## src/sv/lmpf_pkg.sv

```systemverilog
// Package with the types, constants and register codes of the local maxima peak finder.
package lmpf_pkg;

  localparam int DEF_MAX_WIDTH  = 1024;
  localparam int DEF_MAX_HEIGHT = 1024;
  localparam int DEF_MAX_PEAKS  = 4096;

  localparam int RST_WIDTH     = 1024;
  localparam int RST_HEIGHT    = 1024;
  localparam int RST_MAX_PEAKS = 4096;

  localparam int CFG_DATA_W  = 13;
  localparam int CFG_INDEX_W = 3;

  localparam int QUEUE_DEPTH = 4;

  localparam logic [15:0] LUMA_R_COEF = 16'd19595;
  localparam logic [15:0] LUMA_G_COEF = 16'd38470;
  localparam logic [15:0] LUMA_B_COEF = 16'd7471;
  localparam logic [23:0] LUMA_ROUND  = 24'd32768;

  typedef enum logic [CFG_INDEX_W-1:0] {
    REG_THRESHOLD = 3'd0,
    REG_MAX_PEAKS = 3'd1,
    REG_MODE      = 3'd2,
    REG_WIDTH     = 3'd3,
    REG_HEIGHT    = 3'd4
  } cfg_reg_t;

  typedef enum logic {
    KIND_PEAK = 1'b0,
    KIND_DONE = 1'b1
  } result_kind_t;

  typedef enum logic {
    BK_FIRST  = 1'b0,
    BK_SECOND = 1'b1
  } bk_state_t;

  typedef struct packed {
    logic       frame_start;
    logic [7:0] red;
    logic [7:0] green;
    logic [7:0] blue;
  } pixel_t;

  typedef struct packed {
    logic        kind;
    logic [9:0]  peak_x;
    logic [9:0]  peak_y;
    logic [7:0]  peak_value;
    logic [12:0] peak_count;
    logic        last;
  } result_t;

  typedef struct packed {
    logic        peak;
    logic        done;
    logic [9:0]  x;
    logic [9:0]  y;
    logic [7:0]  value;
    logic [12:0] count;
  } event_t;

endpackage

```

## src/sv/lmpf_back.sv

```systemverilog
// Result stage: turns queued events into peak and frame-done results in an output register.
module lmpf_back import lmpf_pkg::*; (
  input  logic    clk,
  input  logic    rst,
  input  event_t  head,
  input  logic    empty,
  output logic    pop,
  output logic    result_valid,
  input  logic    result_ready,
  output result_t result
);

  bk_state_t state;
  bk_state_t state_next;
  logic      load;
  result_t   result_next;
  result_t   peak_rec;
  result_t   done_rec;

  assign load = !result_valid || result_ready;

  always_comb begin
    peak_rec.kind       = KIND_PEAK;
    peak_rec.peak_x     = head.x;
    peak_rec.peak_y     = head.y;
    peak_rec.peak_value = head.value;
    peak_rec.peak_count = '0;
    peak_rec.last       = !head.done;
    done_rec.kind       = KIND_DONE;
    done_rec.peak_x     = '0;
    done_rec.peak_y     = '0;
    done_rec.peak_value = '0;
    done_rec.peak_count = head.count;
    done_rec.last       = 1'b1;
  end

  always_ff @(posedge clk) begin
    if (rst) begin
      state <= BK_FIRST;
    end else begin
      state <= state_next;
    end
  end

  always_comb begin
    state_next  = state;
    pop         = 1'b0;
    result_next = done_rec;
    if (load && !empty) begin
      unique case (state)
        BK_FIRST: begin
          if (head.peak) begin
            result_next = peak_rec;
            if (head.done) begin
              state_next = BK_SECOND;
            end else begin
              pop = 1'b1;
            end
          end else begin
            pop = 1'b1;
          end
        end
        BK_SECOND: begin
          pop        = 1'b1;
          state_next = BK_FIRST;
        end
        default: ;
      endcase
    end
  end

  always_ff @(posedge clk) begin
    if (rst) begin
      result_valid <= 1'b0;
    end else if (load) begin
      result_valid <= !empty;
    end
  end

  always_ff @(posedge clk) begin
    if (load && !empty) begin
      result <= result_next;
    end
  end

endmodule

```

## config.mk

```make
export PLATFORM = sky130hd
export DESIGN_NAME = lmpf_back
export DESIGN_NICKNAME = d
export VERILOG_FILES = /design/src/sv/lmpf_pkg.sv /design/src/sv/lmpf_back.sv
export SDC_FILE = /design/constraint.sdc
export NUM_CORES = 1
export LEC_CHECK = 0
export BUFFER_PORTS_ARGS = -buffer_cell sky130_fd_sc_hd__buf_4
export CELL_PAD_IN_SITES_DETAIL_PLACEMENT = 1
export CELL_PAD_IN_SITES_GLOBAL_PLACEMENT = 1
export CORE_MARGIN = 2
export CORE_UTILIZATION = 36
export CTS_CLUSTER_SIZE = 25
export DETAILED_ROUTE_END_ITERATION = 12
export PLACE_DENSITY = 0.88
export SLEW_MARGIN = 20
export SYNTH_ARGS = -nofsm -noshare
export SYNTH_HDL_FRONTEND = slang
export SYNTH_SLANG_ARGS = --single-unit
export TNS_END_PERCENT = 10
```

## constraint.sdc

```tcl
create_clock -name clk -period 6.6 [get_ports clk]
set_input_delay 1.32 -clock clk [delete_from_list [all_inputs] [get_ports clk]]
set_output_delay 1.32 -clock clk [all_outputs]
set_load 0.1 [all_outputs]
```

==> flow_summary_export.csv, run 1 <==
group,metric,value,unit
worst_setup_path,critical_path_arrival,2.58,ns
floorplan,floorplan.die_area,0.005245,sq mm
min_path,hold_path_startpoint,"state",
floorplan,row_count,24,
floorplan,initial_utilization,0.3792,
placement,place_congestion,0.7151,
sta,grt_setup_unrepaired,"no",
floorplan,pin_count,92,
power_and_ir_drop,ir_worst_vdd,0.1544,mV
routing,antenna_left,0,
power_and_ir_drop,clock_power_share,0.225,
finish,layout-drive-gt1-share,0.5076,
routing,remaining_drc_errors,0,
synth,syn_area,0.001685,sq mm
worst_setup_path,r2r_cells,2,
finish,filler_cell_count,455,
power_and_ir_drop,power.leakage,1.079,nW
sta,clock_skew,0.004941,ns
routing,drt_pass1_iterations,2,
power_and_ir_drop,sequentialPowerShare,0.483,
cts,cts.repair_timing.setup_buffer_count,0,
synth,synthesis.nets,148,
sta,timing.final.setup_violations,0,
synth,synth_area_leader,"edfxtp_1",
worst_setup_path,worst-r2r-setup-slack,5.14,ns
worst_setup_path,cp-start-kind,"primary input",
power_and_ir_drop,net-switching-power,0.0002506,W
placement,place_hpwl,2832,um
routing,via_count,1121,
finish,fin_area,0.002504,sq mm
worst_setup_path,critical_path.max_fanout,44,
cts,cts.root.buffer_cell,"clkbuf_8",
power_and_ir_drop,power-per-cell-area,281.7,mW/mm^2
floorplan,core-area,0.004444,sq mm
sta,hold_worst_slack,0.5387,ns
worst_setup_path,cp_data_required_time,5.28,ns
routing,drt_first_iter_violations,66,
finish,final_instance_count_without_filler_cells,249,
power_and_ir_drop,sw_frac_of_total,0.3554,
synth,syn-instance-count,101,
worst_setup_path,cp_cell_sequence,"buf_4, nor2b_4, nand2_1, and2_1, buf_4",
worst_setup_path,cell_repeated_most_along_the_worst_path,"buf_4",
cts,insertion_delay,0.28,ns
routing,routed_wirelength,3763,um
floorplan,die_w,72.42,um
placement,place.port_buffers,91,
routing,wl_per_cell,15.11,um
synth,synth_top_cell_area_share,0.7661,
global_route,grtUsageTotal,0.1391,
cts,ctsHoldBuffers,0,
finish,diodes,0,
synth,post_synth.cell_area_avg,16.69,sq um
global_route,grt_antenna_before_repair,0,
worst_setup_path,r2r-end,"result[7]",
placement,placedCellCount,241,
placement,placed_area,0.002422,sq mm
synth,post_synth_num_cell_types,16,
worst_setup_path,critPathKind,"in -> out",
synth,synthesis_stage_register_bit_count,45,
min_path,worst_hold_path_depth,2,
synth,synth-seq-area-share,0.7899,
power_and_ir_drop,comb_power_frac,0.292,
worst_setup_path,end_kind,"output port",
finish,syn_to_final_growth,48.55,%
sta,rel_slew_slack,0.5039,
worst_setup_path,critical_path.max_stage_delay,0.61,ns
cts,ctsLongestPathBuffers,2,
global_route,grt_start_max_net_pins,45,
cts,post_cts.resized_instances,0,
cts,clock-sinks,45,
synth,ranking_of_synthesized_cells_by_area,"edfxtp_1, and2_1, nor2b_1, dfxtp_1, and2b_1",
sta,report.final.slew_viol_count,0,
power_and_ir_drop,internal-power,0.0004547,W
floorplan,chipHeight,72.42,um
min_path,hold_path_end,"state",
cts,clkTransAtPathRegs,0.08,ns
sta,finalHoldViolCount,0,
sta,timing_worst_slew_pin_value,0.7426,ns
cts,tritoncts,"built",
finish,num-nets-final,243,
sta,tns,0,ns
routing,avgViaCountPerCell,4.502,
worst_setup_path,crit-reg2reg-launch,"state",
sta,finalCritPeriodShare,0.5912,
worst_setup_path,timing.critical_path.slowest_stage_cell,"nor2b_4",
cts,cts_made_buffers,5,
min_path,hp-class,"reg -> reg",
run,max_cap_viol_count,0,
synth,synthesis.yosys.warnings,0,
global_route,grt_first_pass_wirelength,5526,um
status,outcome,"complete, no violations",
cts,cts_max_level,2,
global_route,vias_in_the_first_global_route,1181,
sta,max_freq,0.2563,GHz
global_route,grt_overflow,0,
sta,layout_min_cycle_time,3.902,ns
power groups by stage:
stage,logic [W],clock network (W),registers (W)
3_5_place_dp,0.000208,0,0.000348
6_report,0.000206,0.000159,0.000341
3_3_place_gp,0.000204,0,0.000346
2_1_floorplan,0.0000243,0,0.000477
5_1_grt,0.000213,0.000172,0.000342
4_1_cts,0.000208,0.000164,0.000341
worst max-delay path, delay by kind of cell:
| kind | cells | cell delay [ns] |
|---|---|---|
| AND/OR/NAND/NOR | 3 | 0.94 |
| buffers and inverters | 2 | 0.31 |
cell families after synthesis:
family	synth area share
buf+inv	0.01781
flops	0.7899
simple gates	0.1834
compound gates	0.008906
final cells by class:
class / count / area, sq um / area share
Clock buffer: 5 / 68.82 / 0.02749
Clock inverter: 3 / 12.51 / 0.004998
Inverter: 1 / 3.754 / 0.001499
Multi-Input combinational cell: 51 / 331.6 / 0.1324
Sequential cell: 45 / 1331 / 0.5317
Tap cell: 52 / 65.06 / 0.02599
Timing Repair Buffer: 92 / 690.7 / 0.2759
Yosys cell counts:
master,instances
inv_1,1
buf_2,1
and2b_1,3
nor2b_4,1
clkbuf_2,2
o21ai_0,1
dfxtp_1,2
nor2_1,1
nand2_1,1
edfxtp_1,43
and2_1,29
nand2b_1,1
a21oi_1,2
nor2b_1,11
nand4b_1,1
buf_6,1
worst max-delay path by stage:
stage / start / endpoint / slack [ns] / depth (start not counted)
global placement: head[42] / pop / 2.71 / 5
global route: head[42] / pop / 2.52 / 5
floorplan: result_ready / pop / 1.12 / 3
detailed placement: head[42] / pop / 2.66 / 5
CTS: head[42] / pop / 2.66 / 5
finish: head[42] / pop / 2.70 / 5
registers in the layout (all words and copies together) (netlist names):
name and count:
result 43, result_valid 1, state 1
cells in the final DEF, fill, tap and decap left out:
| cell type | count |
|---|---|
| buf_4 | 92 |
| a21oi_1 | 2 |
| edfxtp_1 | 43 |
| nand4b_1 | 1 |
| nand2b_1 | 1 |
| nor2_4 | 1 |
| clkinv_2 | 1 |
| inv_1 | 1 |
| and2b_1 | 3 |
| nand2_1 | 1 |
| clkinv_1 | 2 |
| clkbuf_8 | 5 |
| nor2b_4 | 1 |
| o21ai_0 | 1 |
| dfxtp_1 | 2 |
| nor2b_1 | 11 |
| and2_1 | 29 |
routing by layer:
layer  track usage  wire length, um  vias up  part of all wire
met5             0                0        -                 0
met4       0.05556               44        0             0.012
met3       0.01944              205        4             0.054
met2        0.2691             2181       47              0.58
met1        0.1510             1332      535              0.35
li1              -                -      535                 -
through the flow:
step                      worst slack (ns)  total power [W]    util
after global placement               2.711        0.0005508  0.5450
after floorplan                      1.123        0.0005009       -
final                                2.698        0.0007053  0.5633
after detailed placement             2.660        0.0005553  0.5450
after CTS                            2.659        0.0007124  0.5633
after global routing                 2.521        0.0007268  0.5633
Power figures use the tool's default switching activity.
==> run 2: changes to the inputs <==
ABC_AREA = 1   (was not set)
CORE_UTILIZATION = 34   (was 36)
PLACE_DENSITY = 0.84   (was 0.88)
clock period = 3.8 ns   (was 6.6 ns; I/O delays follow)
==> run 2 against run 1 <==
Largest cell class unchanged. Sequential cell count did not move. Count of clock-buffer cells in the layout did not move. Via count up 12%. Largest power group unchanged.
==> flow_summary_export.csv, run 2 <==
group,metric,value,unit
sta,hold_worst_slack,0.5059,ns
routing,maxUsedRoutingLayer,"met4",
synth,synthesis.yosys.warnings,0,
placement,detailedPlace.worstSlack,1.548,ns
sta,timing.final.setup_violations,0,
cts,cts.root.buffer_cell,"clkbuf_8",
cts,cts.repair_timing.setup_buffer_count,0,
placement,place_hpwl,2964,um
finish,final_instance_count_without_filler_cells,314,
cts,ctsLongestPathBuffers,2,
sta,layout_setup_ws,1.553,ns
cts,clock-sinks,45,
routing,route.layer.met1.wl,1367,um
floorplan,pin_count,92,
routing,wl_per_cell,12.72,um
cts,post_cts.resized_instances,0,
worst_setup_path,critical_path.max_fanout,3,
placement,place.port_buffers,91,
global_route,grt_antenna_before_repair,0,
worst_setup_path,critical_path.max_stage_delay,0.31,ns
routing,antenna_left,0,
worst_setup_path,timing.critical_path.slowest_stage_cell,"buf_4",
sta,clock_skew,0.002370,ns
status,outcome,"complete, no violations",
min_path,hp-class,"reg -> reg",
synth,synthesis_stage_register_bit_count,45,
global_route,grt_first_pass_wirelength,6527,um
synth,synth-seq-area-share,0.7293,
floorplan,row_count,26,
global_route,vias_in_the_first_global_route,1339,
synth,ranking_of_synthesized_cells_by_area,"edfxtp_1, inv_1, nor2_1, nor2_4, dfxtp_1",
finish,filler_cell_count,600,
routing,avgViaCountPerCell,4.000,
routing,remaining_drc_errors,0,
placement,placed_area,0.002560,sq mm
finish,syn_to_final_growth,44.69,%
routing,drt_pass1_iterations,4,
global_route,grt_overflow,0,
synth,synth_enable_flop_cells,43,
synth,synth_ff_type,"edfxtp_1",
routing,drt_first_iter_violations,90,
worst_setup_path,critical_path_arrival,1.49,ns
power_and_ir_drop,power.leakage,1.300,nW
worst_setup_path,crit_family,"buffers and inverters",
synth,yosysMostFrequentCell,"inv_1",
sta,rel_slew_slack,0.3963,
synth,post_synth_num_cell_types,12,
cts,cts_max_level,2,
global_route,grt_start_max_net_pins,44,
sta,timing_worst_slew_pin_value,0.9042,ns
synth,synth_area_leader,"edfxtp_1",
finish,largest-register,"result",
power_and_ir_drop,power-per-cell-area,475.5,mW/mm^2
cts,clkTransAtPathRegs,0.08,ns
routing,route.met2.wl,2247,um
floorplan,chipHeight,77.28,um
global_route,grtUsageTotal,0.1451,
worst_setup_path,cp.buffers_inverters,3,
synth,syn-instance-count,148,
finish,num-nets-final,290,
sta,finalHoldViolCount,0,
floorplan,core-area,0.005140,sq mm
sta,tns,0,ns
finish,layout-drive-gt1-share,0.4508,
routing,wl_met3,331,um
placement,placedCellCount,306,
finish,mostFrequentLayoutCells,"buf_4, inv_1, edfxtp_1",
floorplan,die_w,77.28,um
finish,commonest_non_fill_non_tap_cell_in_the_layout,"buf_4",
finish,largestRegisters,"result: 43 flops, result_valid: 1 flops, state: 1 flops",
synth,synth_top_cells_by_count,"inv_1, edfxtp_1, nor2_1, nor2_4, nand2_1",
finish,diodes,0,
sta,max_freq,0.4449,GHz
worst_setup_path,critPathKind,"in -> out",
worst_setup_path,end_kind,"output port",
cts,insertion_delay,0.29,ns
finish,number_of_flip_flops_under_the_largest_register_name,43,
placement,place_congestion,0.6676,
synth,synth_top_cell_area_share,0.7073,
synth,syn_area,0.001826,sq mm
sta,layout_min_cycle_time,2.247,ns
synth,post_synth.cell_area_avg,12.33,sq um
floorplan,initial_utilization,0.3552,
cts,cts_made_buffers,5,
worst_setup_path,cp_cell_sequence,"buf_4, inv_1, nand2_1, nand2_1, nor2_1, buf_4",
routing,via_count,1256,
worst_setup_path,cp-start-kind,"primary input",
finish,fin_area,0.002641,sq mm
sta,report.final.slew_viol_count,0,
worst_setup_path,cp_data_required_time,3.04,ns
floorplan,floorplan.die_area,0.005971,sq mm
routing,routed_wirelength,3995,um
sta,finalCritPeriodShare,0.5914,
cts,ctsHoldBuffers,0,
synth,synthesis.nets,195,
sta,grt_setup_unrepaired,"no",
power_and_ir_drop,ir_worst_vdd,0.1672,mV
cts,tritoncts,"built",
run,max_cap_viol_count,0,
synth,synthArstFlopShare,0,
run 2: path summary, 6_finish.rpt:
check,slack [ns],to,cells after the start,start
hold reg to reg,0.51,result_valid,2,result_valid
setup / recovery,1.55,pop,6,result_ready
setup reg to reg,2.22,result[8],5,state
hold / removal,0.51,result_valid,2,result_valid
run 2: cell type report:
type,instances,area (sq um),area share
Sequential cell,45,1331,0.5040
Timing Repair Buffer,92,690.7,0.2615
Multi-Input combinational cell,51,270.3,0.1023
Inverter,48,180.2,0.06821
Tap cell,70,87.58,0.03316
Clock buffer,5,68.82,0.02605
Clock inverter,3,12.51,0.004737
run 2: cells by family after synthesis:
group           after synthesis  synth area share
buf+inv                      52            0.1227
simple gates                 50            0.1453
flops                        45            0.7293
compound gates                1          0.002739
run 2: layer usage:
metal	vias to the layer above	track usage
met5	-	0
met4	0	0.04821
met3	6	0.06588
met2	53	0.2678
met1	572	0.1423
li1	625	-
run 2: where the power goes:
| group | total [W] | switching (W) | internal [W] |
|---|---|---|---|
| sequential | 0.000594 | 0.00000990 | 0.000584 |
| combinational | 0.000385 | 0.000301 | 0.0000843 |
| clock | 0.000278 | 0.000154 | 0.000124 |
| total | 0.00126 | 0.000464 | 0.000792 |
run 2: worst register-to-register path: stages, from the launching register on:
cell     delay (ns)
dfxtp_1        0.35
inv_1          0.07
nand2_2        0.05
buf_4          0.41
inv_1          0.36
nor2_1         0.19
run 2: stage by stage:
| step | util | power (W) |
|---|---|---|
| floorplan | - | 0.0008970 |
| global placement | 0.4981 | 0.0009847 |
| detailed placement | 0.4981 | 0.0009934 |
| CTS | 0.5139 | 0.001272 |
| global route | 0.5139 | 0.001308 |
| finish | 0.5139 | 0.001256 |
==> run 3: changes to the inputs <==
clock period = 2.2 ns   (was 3.8 ns; I/O delays follow)
==> run 3 against run 2 <==
Sequential share of layout area shrank 1.0 points. First-iteration DRC count shrank 48%. Clock power grew 110%. Register-to-register slack lost 1.4 ns. Non-clock buffer count grew 2. Combinational power grew 75%. Clock skew grew 0.00083 ns. Global-route usage shrank 0.83 points. Critical path depth shrank 2. Critical path type is now reg -> out.
==> flow_summary_export.csv, run 3 (synthesized netlist as in run 2, its figures left out) <==
group,metric,value,unit
sta,timing_worst_slew_pin_value,0.3981,ns
routing,drt_first_iter_violations,47,
power_and_ir_drop,sw_frac_of_total,0.3464,
worst_setup_path,critical_path_arrival,1.20,ns
worst_setup_path,critical_path.max_stage_delay,0.32,ns
global_route,grt_first_pass_wirelength,6292,um
worst_setup_path,cp_cell_sequence,"nand2_1, nand2_1, nor2_2, buf_4",
worst_setup_path,r2r_cells,4,
routing,wl_per_cell,12.33,um
power_and_ir_drop,clock_power_share,0.259,
finish,syn_to_final_growth,47.70,%
finish,largestRegisters,"result: 43 flops, result_valid: 1 flops, state: 1 flops",
global_route,grt_overflow,0,
sta,rel_slew_slack,0.7337,
routing,routed_wirelength,3897,um
cts,post_cts.resized_instances,0,
placement,place_congestion,0.6979,
finish,largest-register,"result",
placement,place.port_buffers,91,
floorplan,row_count,26,
power_and_ir_drop,comb_power_frac,0.294,
power_and_ir_drop,internal-power,0.001495,W
min_path,hp-class,"in -> reg",
cts,cts_made_buffers,5,
finish,mostFrequentLayoutCells,"buf_4, inv_1, edfxtp_1",
placement,placedCellCount,308,
cts,ctsLongestPathBuffers,2,
cts,clkTransAtPathRegs,0.08,ns
cts,tritoncts,"built",
worst_setup_path,crit-reg2reg-launch,"state",
worst_setup_path,cell_repeated_most_along_the_worst_path,"nand2_1",
power_and_ir_drop,power.leakage,1.324,nW
sta,finalCritPeriodShare,0.7447,
worst_setup_path,critical_path.max_fanout,3,
power_and_ir_drop,fin_total_pwr,0.002287,W
floorplan,die_w,77.28,um
routing,avgViaCountPerCell,4.117,
finish,commonest_non_fill_non_tap_cell_in_the_layout,"buf_4",
cts,cts.root.buffer_cell,"clkbuf_8",
placement,placed_area,0.002590,sq mm
floorplan,pin_count,92,
cts,insertion_delay,0.29,ns
sta,layout_min_cycle_time,1.638,ns
finish,finish.utilization,0.5246,
sta,report.final.slew_viol_count,0,
status,outcome,"complete, no violations",
sta,grt_setup_unrepaired,"no",
finish,number_of_flip_flops_under_the_largest_register_name,43,
cts,cts.repair_timing.setup_buffer_count,0,
finish,fin_area,0.002696,sq mm
floorplan,core-area,0.005140,sq mm
routing,drt_pass1_iterations,4,
floorplan,floorplan.die_area,0.005971,sq mm
worst_setup_path,cp-start-kind,"register",
worst_setup_path,critPathKind,"reg -> out",
worst_setup_path,timing.critical_path.slowest_stage_cell,"dfxtp_1",
routing,via_count,1301,
routing,remaining_drc_errors,0,
cts,ctsHoldBuffers,0,
sta,hold_worst_slack,0.3060,ns
cts,clock-sinks,45,
sta,finalHoldViolCount,0,
run,max_cap_viol_count,0,
sta,max_freq,0.6104,GHz
finish,final_instance_count_without_filler_cells,316,
floorplan,chipHeight,77.28,um
finish,diodes,0,
power_and_ir_drop,sequentialPowerShare,0.448,
sta,timing.final.setup_violations,0,
finish,filler_cell_count,589,
min_path,hold_path_startpoint,"rst",
global_route,grt_antenna_before_repair,0,
worst_setup_path,timing.critical_path.from,"result_valid",
global_route,grt_start_max_net_pins,24,
global_route,vias_in_the_first_global_route,1355,
placement,place_hpwl,3113,um
floorplan,initial_utilization,0.3552,
power_and_ir_drop,ir_worst_vdd,0.3444,mV
power_and_ir_drop,net-switching-power,0.0007922,W
worst_setup_path,end_kind,"output port",
cts,cts_max_level,2,
worst_setup_path,cp_data_required_time,1.76,ns
power_and_ir_drop,power-per-cell-area,848.1,mW/mm^2
min_path,worst_hold_path_depth,2,
finish,layout-drive-gt1-share,0.4593,
global_route,grtUsageTotal,0.1368,
finish,num-nets-final,292,
sta,clock_skew,0.003200,ns
routing,antenna_left,0,
run 3: cell types whose count changed in the layout (fill, tap and decap cells not counted), sizes merged:
cell,delta
buf,+2
clkinv,-2
bufinv,+1
clkbuf,+1
run 3: stage by stage:
step                      worst slack (ns)  setup TNS (ns)
final                               0.5617               0
after global routing                0.4947               0
after CTS                           0.5405               0
after detailed placement            0.6183               0
after global placement              0.6607               0
after floorplan                  -0.004182         -0.1798
run 3: area by class of cell:
type / count / area, sq um / area share
flip-flops and latches: 45 / 1331 / 0.4937
repair buffers: 94 / 718.2 / 0.2664
multi-input cells: 51 / 272.8 / 0.1012
inverters: 48 / 180.2 / 0.06682
well taps: 70 / 87.58 / 0.03248
clock buffers: 6 / 72.57 / 0.02691
clock inverters: 2 / 33.78 / 0.01253
run 3: power by group through the flow:
stage | Sequential [W] | Combinational, W | Clock (W)
finish | 0.00102 | 0.000672 | 0.000592
global route | 0.00103 | 0.000700 | 0.000646
CTS | 0.00102 | 0.000679 | 0.000618
detailed placement | 0.00104 | 0.000679 | 0
global placement | 0.00104 | 0.000668 | 0
floorplan | 0.00144 | 0.000107 | 0
run 3: metal layers:
| layer | share of wire | track usage |
|---|---|---|
| met2 | 0.58 | 0.2652 |
| met3 | 0.073 | 0.04588 |
| met1 | 0.34 | 0.1325 |
| met5 | 0 | 0 |
| met4 | 0.012 | 0.04821 |
run 3: worst max-delay path, delay by kind of cell, from the launching register on:
family                 cells  cell delay, ns
buffers and inverters      1            0.30
DFF                        1            0.32
and+or+nand+nor            3            0.29
run 3: path summary, 6_finish.rpt:
path	end	slack (ns)
min reg2reg	result_valid	0.49
max	pop	0.56
max reg2reg	result[3]	0.84
min	result_valid	0.31
