==> src/sv/lmpf_pkg.sv <==
// Package with the types, constants and register codes of the local maxima peak finder.
package lmpf_pkg;

  localparam int DEF_MAX_WIDTH  = 1024;
  localparam int DEF_MAX_HEIGHT = 1024;
  localparam int DEF_MAX_PEAKS  = 4096;

  localparam int RST_WIDTH     = 1024;
  localparam int RST_HEIGHT    = 1024;
  localparam int RST_MAX_PEAKS = 4096;

  localparam int CFG_DATA_W  = 13;
  localparam int CFG_INDEX_W = 3;

  localparam int QUEUE_DEPTH = 4;

  localparam logic [15:0] LUMA_R_COEF = 16'd19595;
  localparam logic [15:0] LUMA_G_COEF = 16'd38470;
  localparam logic [15:0] LUMA_B_COEF = 16'd7471;
  localparam logic [23:0] LUMA_ROUND  = 24'd32768;

  typedef enum logic [CFG_INDEX_W-1:0] {
    REG_THRESHOLD = 3'd0,
    REG_MAX_PEAKS = 3'd1,
    REG_MODE      = 3'd2,
    REG_WIDTH     = 3'd3,
    REG_HEIGHT    = 3'd4
  } cfg_reg_t;

  typedef enum logic {
    KIND_PEAK = 1'b0,
    KIND_DONE = 1'b1
  } result_kind_t;

  typedef enum logic {
    BK_FIRST  = 1'b0,
    BK_SECOND = 1'b1
  } bk_state_t;

  typedef struct packed {
    logic       frame_start;
    logic [7:0] red;
    logic [7:0] green;
    logic [7:0] blue;
  } pixel_t;

  typedef struct packed {
    logic        kind;
    logic [9:0]  peak_x;
    logic [9:0]  peak_y;
    logic [7:0]  peak_value;
    logic [12:0] peak_count;
    logic        last;
  } result_t;

  typedef struct packed {
    logic        peak;
    logic        done;
    logic [9:0]  x;
    logic [9:0]  y;
    logic [7:0]  value;
    logic [12:0] count;
  } event_t;

endpackage

==> src/sv/lmpf_queue.sv <==
// Short event queue between the front end and the result stage.
module lmpf_queue import lmpf_pkg::*; (
  input  logic   clk,
  input  logic   rst,
  input  logic   push,
  input  event_t push_data,
  output logic   full,
  input  logic   pop,
  output event_t head,
  output logic   empty
);

  localparam int QW = $clog2(QUEUE_DEPTH);

  event_t        slots [QUEUE_DEPTH];
  logic [QW-1:0] wr_ptr;
  logic [QW-1:0] rd_ptr;
  logic [QW:0]   count;

  assign full  = (count == (QW+1)'(QUEUE_DEPTH));
  assign empty = (count == '0);
  assign head  = slots[rd_ptr];

  always_ff @(posedge clk) begin
    if (rst) begin
      wr_ptr <= '0;
      rd_ptr <= '0;
      count  <= '0;
    end else begin
      if (push) begin
        wr_ptr <= wr_ptr + QW'(1);
      end
      if (pop) begin
        rd_ptr <= rd_ptr + QW'(1);
      end
      count <= count + (QW+1)'(push) - (QW+1)'(pop);
    end
  end

  always_ff @(posedge clk) begin
    if (push) begin
      slots[wr_ptr] <= push_data;
    end
  end

endmodule

==> config.mk <==
export PLATFORM = sky130hd
export DESIGN_NAME = lmpf_queue
export DESIGN_NICKNAME = d
export VERILOG_FILES = /design/src/sv/lmpf_pkg.sv /design/src/sv/lmpf_queue.sv
export SDC_FILE = /design/constraint.sdc
export NUM_CORES = 1
export LEC_CHECK = 0
export BUFFER_PORTS_ARGS = -buffer_cell sky130_fd_sc_hd__buf_2
export CAP_MARGIN = 40
export CORE_MARGIN = 2
export CORE_UTILIZATION = 51
export CTS_CLUSTER_DIAMETER = 50
export DETAILED_ROUTE_END_ITERATION = 8
export GPL_TIMING_DRIVEN = 0
export PLACE_DENSITY = 0.81
export SETUP_SLACK_MARGIN = 0.1
export SYNTH_ARGS = -nofsm -noshare
export SYNTH_HDL_FRONTEND = slang
export SYNTH_SLANG_ARGS = --single-unit
==> constraint.sdc <==
create_clock -name clk -period 1.85 [get_ports clk]
set_input_delay 0.2775 -clock clk [delete_from_list [all_inputs] [get_ports clk]]
set_output_delay 0.2775 -clock clk [all_outputs]
set_load 0.005 [all_outputs]
==> summary.txt, run 1 <==
Run status
  – Status: finished with violations
  – Failing checks: setup timing

STA
  – Slew of the pin with the lowest slew margin: approximately 0.34 ns
  – Skew final: 0.00670 ns
  – Fmax: 0.494 GHz
  – Setup Viol. Count Final: 43
  – Worst relative slew slack: 0.775
  – Final Hold Vio Count: 0
  – RSZ-0062 raised after global routing: yes
  – Fin crit period: 2.02 ns
  – Final worst-path setup slack: -0.175 ns
  – Setup TNS: -6.15 ns
  – Worst hold slack: 0.0656 ns
  – Slew Limit Fails: 0
  – Period utilization: 1.09

Global route
  – Gr usage total: 0.171
  – Vias in the first global route: ~3,300
  – Global route overflow: 0
  – First-pass GRT wire length: 17.6 mm
  – Initial antenna violation count: 1
  – Largest net degree at the start of global routing: 26

Floorplan
  – Cell row count: about 40
  – CORE AREA: ~13,000 um^2
  – Die ar.: 14,100 um^2
  – # IOs: 92
  – Initial Utilization: 0.527
  – Die H: 119 um
  – DIE WIDTH: about 120 um

Final layout
  – Synthesis-to-layout area growth: 23.3%
  – Final core utilization: 0.649
  – Most frequent cells in the layout: edfxtp_1, buf_2, mux4_2
  – Fillers: 863
  – Fin nets: 442
  – Layout cell share with drive strength beyond 1: 0.484
  – Most common cell after layout, fill and taps aside: edfxtp_1
  – Post-route cell area: about 8300 um^2

Power and ir drop
  – Clock power frac: 0.380
  – Switching power: 1960 uW
  – Pwr Total: approximately 9300 uW
  – Pint: 7360 uW
  – Leakage: 0.00285 uW
  – Combinational share of power: 0.108
  – VDD IR max: 785 uV
  – Seq pwr share: 0.512
  – Sw frac: 0.210
  – Power Density: 1130 nW/um^2

Critical path
  – Reg2reg path depth: 7
  – R2r endpoint: count[2]$_SDFF_PP0_
  – CP cell instances: buf_12 -> buf_12 -> mux4_2 -> buf_6
  – CP Launch Type: flop
  – Most frequent CP cell: buf_12
  – CP required: 1.57 ns
  – CP max FO: 5
  – Crit path DAT: 1.75 ns
  – Crit path largest cell delay: 0.54 ns
  – Setup CP Type: flop to output port
  – Critical path's slowest cell: mux4_2
  – Reg-to-Reg Start: count[0]$_SDFF_PP0_
  – CP endpoint kind: output port
  – FF-to-FF setup slack: 0.20 ns

Synth
  – Mapped Nets: 321
  – Synth warn: 0
  – Cell Area, Synth: 6700 um^2
  – Mapped Avg Cell Area: 25.1 um^2
  – Area share of the largest cell type after synthesis: 0.771
  – Post-synthesis cell type count: 22
  – Largest cells by area after synthesis: edfxtp_1, mux4_2, dfxtp_1
  – Sequential share of the synthesized area: 0.798
  – #FFs+latches synth: between 150 and 200
  – Gate count of the mapped netlist: 267
  – Largest area contributor in the netlist: edfxtp_1

Clock network
  – CTS tree: built
  – H-tree depth: 4
  – CTS clk-pin slew, worst paths: 0.07 ns
  – Clk Latency, worst-skew pair: between 0.4 and 0.5 ns
  – Root buffer cell: clkbuf_16
  – Post-CTS Hold Buffers: 0
  – Total CTS buffers: 17
  – Clk buf depth: 2
  – Clock sink count: 181

Route
  – First-pass DRT Iterations: 4
  – Post-route DRC: 0
  – Vias: 3,034
  – DR WL/cell: just over 20 um
  – Final WL: 11.5 mm
  – Via density: 5.29
  – Final antenna-violating net count: 0
  – 1st-iter DRT viols: 230

Placement
  – Hpwl dp: a little under 7 mm
  – Input/output buffers: 91
  – RePlAce Congestion: 0.633
  – Dpl cell area: 7450 um^2

Worst hold path
  – WHS Endpoint: slots[0][0]$_DFFE_PP_
  – Worst Hold Path Cells: 1
  – Hold Crit Class: primary input to flop
  – Worst hold start: push_data[0]

Flow run
  – Max-cap violations: 0
layer usage:
layer | GRT usage | share of wire | vias to the layer above
met2 | 0.281 | 0.52 | 73
met3 | 0.0487 | 0.042 | 15
met5 | 0 | 0 | -
met1 | 0.218 | 0.43 | 1585
li1 | - | - | 1361
met4 | 0.0677 | 0.017 | 0
power groups by stage:
stage                     Combinational [uW]  Clock (uW)  Sequential [uW]
final                                   1010        3540             4770
after global routing                    1100        3770             4780
after CTS                                955        3590             4770
after detailed placement                 910           0             4850
after global placement                   852           0             4840
after floorplan                          529           0             4830
synthesized netlist by cell type, drive strengths merged:
| master | instances |
|---|---|
| xor3 | 1 |
| and2 | 4 |
| mux2i | 1 |
| xnor2 | 2 |
| nand3b | 1 |
| edfxtp | 172 |
| inv | 6 |
| nor2 | 5 |
| clkbuf | 1 |
| a21oi | 1 |
| buf | 9 |
| mux4 | 43 |
| nor3 | 1 |
| and3 | 1 |
| fa | 1 |
| dfxtp | 9 |
| ha | 6 |
| a21bo | 1 |
| nor2b | 2 |
stage by stage:
step / worst slack, ns / cells
3_5_place_dp: 0.00555 / 534
6_report: -0.175 / 574
5_1_grt: -0.230 / 573
4_1_cts: -0.199 / 568
3_3_place_gp: -0.0995 / 530
2_1_floorplan: 0.186 / 267
flip-flops by register name, indices dropped and copies added, names as in the netlist, named ones only:
signal and count:
rd_ptr 2, count 3, slots 172, wr_ptr 2
kinds of logic after synthesis:
group                      Yosys count  synth area share
DFF                                181             0.798
AOI/OAI and AO/OA                    2           0.00224
buffers and inverters               16            0.0205
adders and majority gates            7            0.0142
and+or+nand+nor                     14            0.0112
muxes                               44             0.148
xor gates and xnor gates             3           0.00616
worst max-delay path by stage:
stage / startpoint / end / cells past startpoint
3_3_place_gp: wr_ptr[0]$_SDFFE_PP0P_ / slots[0][25]$_DFFE_PP_ / 3
3_5_place_dp: pop / count[2]$_SDFF_PP0_ / 7
6_report: flop / head[15] / 4
2_1_floorplan: count[0]$_SDFF_PP0_ / count[2]$_SDFF_PP0_ / 7
4_1_cts: flop / head[29] / 4
5_1_grt: flop / head[5] / 4
critical path, delay by kind of cell (launching register included):
kind / cells / cell delay (ns)
buffers and inverters: 3 / 0.41
DFF: 1 / 0.37
muxes: 1 / 0.54
cell type report:
type / count / area, um^2 / share of cell area
multi-input cells: 70 / 1210 / 0.147
well taps: 172 / 215 / 0.0261
inverters: 6 / 22.5 / 0.00273
plain buffers: 10 / 135 / 0.0164
repair buffers: 102 / 722 / 0.0874
clock inverters: 12 / 129 / 0.0156
diodes: 1 / 2.50 / 0.000303
flip-flops and latches: 181 / 5350 / 0.648
clock buffers: 20 / 467 / 0.0565
what timing repair did:
item	4_1_cts	5_1_grt
endpoints found under the setup margin	68	108
pin swaps	2	0
gates cloned	1	4
buffers inserted	1	1
resized for setup	13	10
(Power assumes the default switching activity.)
==> inputs of run 2 (changes only) <==
Settings changed: ABC_AREA from default to 1, CORE_UTILIZATION 51 to 52.
==> run 2 against run 1 <==
Net effect: the flow still finishes with violations (setup timing); routed wire length is 42% higher; first-iteration DRC count grew 77%; largest cell class unchanged; sequential cell count did not move; critical path type unchanged; via count grew 54%; area after synthesis is 11% higher; non-clock buffer count is 20 higher; core utilization up 0.64 points; worst hold slack worse by 0.019 ns; die area rose by 8.6%; worst setup slack improved by 0.14 ns; critical path depth up 2; global-route usage increased by 5.0 points.
==> summary.txt, run 2 <==
Synth
  – Synth async-reset ratio: 0 (unchanged)
  – Post-synth top cells: edfxtp_1, inv_1, nand2_1
  – #FFs+latches synth: 181 (unchanged)
  – Gate count of the mapped netlist: 559 (+110%)
  – Mapped Avg Cell Area: 13.3 um^2 (-47%)
  – Mapped Nets: 613 (+91%)
  – Post-synthesis cell type count: 17 (-23%)
  – Cell Area, Synth: 7440 um^2 (+11%)
  – Main combinational cell family by area after synthesis: compound AO/OA/AOI/OAI gates
  – Mux share of post-synthesis cell area: 0 (-0.148)
  – Post-synth EDFFs: 172 (unchanged)
  – Most instantiated library cell after synthesis: edfxtp_1
  – Largest cells by area after synthesis: edfxtp_1, o211ai_2, inv_1
  – Largest area contributor in the netlist: edfxtp_1
  – Top FF cell, synth: edfxtp_1
  – Synth warn: 0 (unchanged)
  – Simple-gate share of the synthesized area: 0.0508 (+0.0396)
  – Sequential share of the synthesized area: 0.718 (-0.0797)
  – Area share of the largest cell type after synthesis: 0.694 (-0.0770)
  – XOR/XNOR share of the synthesized area: 0 (-0.00616)
  – Compound-gate portion of the synthesized area: 0.137 (+0.135)
  – Synth Area in Adders: 0.0128 (-0.00142)

Floorplan
  – DIE WIDTH: 124 um (+4.2%)
  – CORE AREA: 13,900 um^2 (+9.5%)
  – Die ar.: 15,300 um^2 (+8.6%)
  – Initial Utilization: 0.534 (+0.00752)
  – # IOs: 92 (unchanged)
  – Cell row count: 43 (+4.9%)
  – Die H: 124 um (+4.2%)

Route
  – Final antenna-violating net count: 0 (unchanged)
  – Post-route DRC: 0 (unchanged)
  – Final WL: 16.4 mm (+42%)
  – First-pass DRT Iterations: 5 (+1)
  – Vias: 4,673 (+54%)
  – DR top layer: met5
  – Met3 WL: 1.12 mm (+130%)
  – 1st-iter DRT viols: 407 (+77%)
  – WL met1: 6.43 mm (+31%)
  – Routed wl met2: 8.54 mm (+44%)
  – Via density: 5.32 (+0.69%)
  – DR WL/cell: 18.7 um (-7.0%)

Clock network
  – CTS clk-pin slew, worst paths: 0.07 ns (about the same)
  – Total CTS buffers: 17 (unchanged)
  – H-tree depth: 4 (unchanged)
  – Clk Latency, worst-skew pair: 0.42 ns (about the same)
  – CTS tree: built
  – Root buffer cell: clkbuf_16
  – Clock sink count: 181 (unchanged)
  – Post-CTS Hold Buffers: 0 (unchanged)
  – Clk buf depth: 2 (unchanged)

Power and ir drop
  – Pwr Total: 9150 uW (-1.8%)
  – Clock power frac: 0.361 (-0.019)
  – Switching power: 2170 uW (+11%)
  – Power Density: 1000 nW/um^2 (-11%)
  – Leakage: 0.00357 uW (+25%)
  – Pint: 6990 uW (-5.1%)
  – Sw frac: 0.237 (+0.0267)
  – VDD IR max: 703 uV (-11%)
  – Seq pwr share: 0.518 (+0.006)
  – Combinational share of power: 0.121 (+0.013)

Final layout
  – Post-route cell area: 9130 um^2 (+11%)
  – Max FFs per register: 172 (unchanged)
  – Synthesis-to-layout area growth: 22.7%
  – Most frequent cells in the layout: edfxtp_1, inv_1, buf_2, nand2_1, o211ai_2
  – Most flop-heavy register: slots
  – Fin nets: 738 (+67%)
  – Final cell count without fillers: 878 (+53%)
  – Layout cell share with drive strength beyond 1: 0.319 (-0.165)
  – Biggest regs: slots x172, count x3
  – Most common cell after layout, fill and taps aside: edfxtp_1

Critical path
  – Critical path's slowest cell: dfxtp_2
  – CP required: 1.57 ns (about the same)
  – CP Launch Type: flop
  – CP endpoint kind: output port
  – Crit path largest cell delay: 0.32 ns (-0.22 ns)
  – Reg2reg path depth: 9 (+2)
  – Crit path DAT: 1.61 ns (-0.14 ns)
  – Reg-to-Reg Start: count[0]$_SDFF_PP0_
  – CP cell instances: buf_8 -> clkbuf_16 -> buf_12 -> o211ai_2 -> nand2_1 -> buf_2
  – R2r endpoint: count[2]$_SDFF_PP0_
  – Setup CP Type: flop to output port
  – FF-to-FF setup slack: 0.21 ns (about the same)
  – CP max FO: 11 (+6)

Worst hold path
  – Hold Crit Class: primary input to flop
  – WHS Endpoint: count[1]$_SDFF_PP0_
  – Worst hold start: rst
  – Worst Hold Path Cells: 2 (+1)

STA
  – Period utilization: 1.02 (-0.0734)
  – Final worst-path setup slack: -0.0389 ns (+0.136 ns)
  – Slew of the pin with the lowest slew margin: 0.400 ns (+0.0631 ns)
  – Worst hold slack: 0.0466 ns (-0.0190 ns)
  – Slew Limit Fails: 0 (unchanged)
  – Skew final: 0.00522 ns (-0.00148 ns)
  – Worst relative slew slack: 0.733 (-0.0426)
  – Fmax: 0.529 GHz (+7.2%)
  – Final Hold Vio Count: 0 (unchanged)
  – Fin crit period: 1.89 ns (-0.136 ns)
  – RSZ-0062 raised after global routing: yes
  – Setup Viol. Count Final: 7 (-84%)

Placement
  – Dpl cell area: 8230 um^2 (+10%)
  – Hpwl dp: 9.76 mm (+41%)
  – Placed Instances: 834 (+56%)
  – RePlAce Congestion: 0.773 (+22%)
  – Input/output buffers: 91 (unchanged)

Flow run
  – Max-cap violations: 0 (unchanged)

Global route
  – Global route overflow: 0 (unchanged)
  – Initial antenna violation count: 1 (unchanged)
  – Vias in the first global route: 4,735 (+45%)
  – Gr usage total: 0.221 (+0.0499)
  – First-pass GRT wire length: 24.2 mm (+38%)
  – Largest net degree at the start of global routing: 28 (+7.7%)

Run status
  – Status: finished with violations
  – Failing checks: setup timing
## run 2: power groups by stage
stage	logic [uW]	clock network, uW	registers (uW)
6_report	1110	3310	4740
4_1_cts	1050	3340	4740
3_5_place_dp	977	0	4820
5_1_grt	1210	3500	4750
2_1_floorplan	539	0	4810
3_3_place_gp	910	0	4820
## run 2: layout make-up
class                           instances  area (um^2)
Sequential cell                       181         5350
Inverter                              103          402
Timing Repair Buffer                  103          676
Antenna cell                            1         2.50
Timing Repair inverter                  3         22.5
Fill cell                             973         4800
Multi-Input combinational cell        246         1540
Buffer                                 29          377
Tap cell                              180          225
Clock inverter                         12          108
Clock buffer                           20          437
## run 2: worst max path at each step
stage | startpoint | endpoint | slack, ns
4_1_cts | flop | head[34] | -0.07
3_3_place_gp | wr_ptr[0]$_SDFFE_PP0P_ | slots[2][14]$_DFFE_PP_ | -0.37
5_1_grt | flop | head[3] | -0.06
3_5_place_dp | wr_ptr[1]$_SDFFE_PP0P_ | slots[1][13]$_DFFE_PP_ | -0.12
2_1_floorplan | wr_ptr[0]$_SDFFE_PP0P_ | slots[0][0]$_DFFE_PP_ | 0.16
6_report | flop | head[9] | -0.04
## run 2: cell families after synthesis
logic type,after synthesis
flip-flops,181
AO/OA/AOI/OAI,139
buffers and inverters,132
AND/OR/NAND/NOR,100
adder cells (fa/ha/maj),7
## run 2: layer usage
metal | global-route usage | vias to the layer above
li1 | - | 2186
met1 | 0.272 | 2277
met2 | 0.377 | 181
met3 | 0.0568 | 27
met4 | 0.0866 | 2
met5 | 0 | -
## run 2: critical path, delay by kind of cell, from the launching register on
| kind | cells | cell delay (ns) |
|---|---|---|
| DFF | 1 | 0.32 |
| and+or+nand+nor | 1 | 0.09 |
| buffers and inverters | 4 | 0.60 |
| AOI/OAI and AO/OA | 1 | 0.17 |
## run 2: stage by stage
step	TNS, ns	setup WS, ns	util
final	-0.0882	-0.0389	0.655
after global routing	-1.45	-0.0631	0.655
after CTS	-0.242	-0.0652	0.643
after detailed placement	-4.37	-0.118	0.591
after global placement	-56.15	-0.372	0.584
after floorplan	0	0.162	-
## run 2: what timing repair did
item,CTS,global route
setup endpoints to repair,155,63
pin swaps,2,5
resized for setup,40,26
gates cloned,3,3
setup buffers,4,1
==> inputs of run 3 (changes only) <==
Settings changed: PLACE_DENSITY 0.81 to 0.73.
==> run 3 against run 2 <==
Net effect: the run still ends with setup timing left; first-iteration DRC count down 6.9%; global-route usage down 0.77 points; combinational power about the same; critical path depth unchanged; clock power up 5%; non-clock buffer count up 1; critical path type unchanged; critical endpoint unchanged; largest power group unchanged.
==> summary.txt, run 3 (synthesis results as in run 2) <==
Clock network
  – Clock sink count: 181 (unchanged)
  – H-tree depth: 4 (unchanged)
  – Root buffer cell: clkbuf_16
  – Total CTS buffers: 17 (unchanged)
  – CTS tree: built
  – Clk Latency, worst-skew pair: 0.44 ns (+0.02 ns)
  – CTS clk-pin slew, worst paths: 0.06 ns (about the same)
  – Post-CTS Hold Buffers: 0 (unchanged)
  – Clk buf depth: 2 (unchanged)

Flow run
  – Max-cap violations: 0 (unchanged)

Power and ir drop
  – VDD IR max: 642 uV (-8.6%)
  – Pwr Total: 9290 uW (+1.5%)
  – Power Density: 1020 nW/um^2 (+1.4%)
  – Leakage: 0.00359 uW (+0.45%)

STA
  – Fin crit period: 1.91 ns (+0.0183 ns)
  – Slew Limit Fails: 0 (unchanged)
  – Final Hold Vio Count: 0 (unchanged)
  – Setup Viol. Count Final: 30 (+23)
  – Final worst-path setup slack: -0.0572 ns (-0.0183 ns)
  – RSZ-0062 raised after global routing: yes
  – Period utilization: 1.03 (+0.00989)
  – Fmax: 0.524 GHz (-0.96%)
  – Slew of the pin with the lowest slew margin: 0.413 ns (+0.0126 ns)
  – Worst relative slew slack: 0.724 (-0.00839)
  – Skew final: 0.0123 ns (+0.00706 ns)

Route
  – Post-route DRC: 0 (unchanged)
  – 1st-iter DRT viols: 379 (-6.9%)
  – Final antenna-violating net count: 0 (unchanged)
  – DR WL/cell: 17.8 um (-5.0%)
  – First-pass DRT Iterations: 4 (-1)
  – Final WL: 15.6 mm (-5.2%)
  – Vias: 4,659 (-0.30%)
  – Via density: 5.32 (about the same)

Final layout
  – Biggest regs: slots x172, count x3
  – Synthesis-to-layout area growth: 22.8% (about the same)
  – Most frequent cells in the layout: edfxtp_1, inv_1, buf_2
  – Fin nets: 736 (-0.27%)
  – Most flop-heavy register: slots
  – Final cell count without fillers: 876 (-0.23%)
  – Max FFs per register: 172 (unchanged)
  – Layout cell share with drive strength beyond 1: 0.337 (+0.0182)
  – Register area: 5350 um^2 (about the same)
  – Multi-input logic area: 1560 um^2 (+1.6%)
  – Fillers: 1,027 (+5.5%)
  – Most common cell after layout, fill and taps aside: edfxtp_1

Global route
  – Largest net degree at the start of global routing: 32 (+14%)
  – Global route overflow: 0 (unchanged)
  – Initial antenna violation count: 2 (+1)
  – Gr usage total: 0.214 (-0.00767)
  – First-pass GRT wire length: 23.4 mm (-3.5%)
  – Vias in the first global route: 4,630 (-2.2%)

Run status
  – Failing checks: setup timing
  – Status: finished with violations

Critical path
  – Crit path largest cell delay: 0.34 ns (+0.02 ns)
  – Setup CP Type: flop to output port
  – CP cell instances: buf_6 -> clkbuf_16 -> buf_12 -> o211ai_2 -> nand2_1 -> buf_2
  – CP required: 1.57 ns (about the same)
  – CP endpoint kind: output port
  – CP Launch Type: flop
  – Buf/Inv on CP: 4 (unchanged)
  – CP max FO: 10 (-1)
  – Crit path DAT: 1.63 ns (+0.02 ns)
  – Critical path's top delay family: buffers and inverters
  – Critical path's slowest cell: dfxtp_2

Placement
  – Hpwl dp: 9.41 mm (-3.5%)
  – RePlAce Congestion: 0.758 (-1.9%)
  – Placed Instances: 834 (unchanged)
  – Input/output buffers: 91 (unchanged)
  – Worst slack at placement: 0.00967 ns (+0.128 ns)

Floorplan
  – Die ar.: 15,300 um^2 (unchanged)
  – Die H: 124 um (unchanged)
  – # IOs: 92 (unchanged)
  – Initial Utilization: 0.534 (unchanged)
  – Cell row count: 43 (unchanged)
  – CORE AREA: 13,900 um^2 (unchanged)
  – DIE WIDTH: 124 um (unchanged)

Worst hold path
  – Hold Crit Class: primary input to flop
[run 3: changes by cell type in the layout (fill, tap and decap cells not counted), sizes merged]
| cell | previous run | this run |
|---|---|---|
| clkbuf | 27 | 30 |
| buf | 125 | 121 |
| bufinv | 1 | 2 |
| clkinvlp | 12 | 10 |
[run 3: layer usage]
metal  GRT usage  wire length [um]  vias to the layer above
met3      0.0678               860                       25
li1            -                 -                     2185
met5           0                 0                        -
met1       0.249              6350                     2308
met2       0.365              8020                      141
met4      0.0909               328                        0
[run 3: through the flow]
| stage | hold WS (ns) | TNS (ns) | utilization | area, um^2 |
|---|---|---|---|---|
| floorplan | 0.349 | 0 | - | 7460 |
| global placement | 0.460 | -62.05 | 0.584 | 8140 |
| detailed placement | 0.470 | 0 | 0.590 | 8220 |
| CTS | 0.00916 | -1.10 | 0.639 | 8900 |
| global route | 0.00821 | -3.33 | 0.656 | 9140 |
| finish | 0.0236 | -0.580 | 0.656 | 9140 |
[run 3: where the power goes]
group	internal, uW	switching [uW]
Combinational	455	637
Clock	1970	1490
Sequential	4680	57.2
[run 3: final cells by class]
cell class	instances	area share
Clock inverter	14	0.0149
Tap cell	180	0.0246
Buffer	29	0.0414
Sequential cell	181	0.585
Antenna cell	1	0.000274
Multi-Input combinational cell	246	0.171
Clock buffer	18	0.0470
Timing Repair Buffer	104	0.0715
Inverter	103	0.0440
[run 3: path summary, 6_finish.rpt]
check	slack [ns]	end	cells after the start	start
max reg2reg	0.22	count[2]$_SDFF_PP0_	9	count[0]$_SDFF_PP0_
min reg2reg	0.49	flop	1	rd_ptr[0]$_SDFFE_PP0P_
max	-0.06	head[9]	6	flop
min	0.02	count[0]$_SDFF_PP0_	2	rst
[run 3: repair_timing]
action,in CTS,in global routing
gates cloned,1,3
pin swaps,2,19
buffers inserted,2,3
resized for setup,32,55
endpoints found under the setup margin,68,102
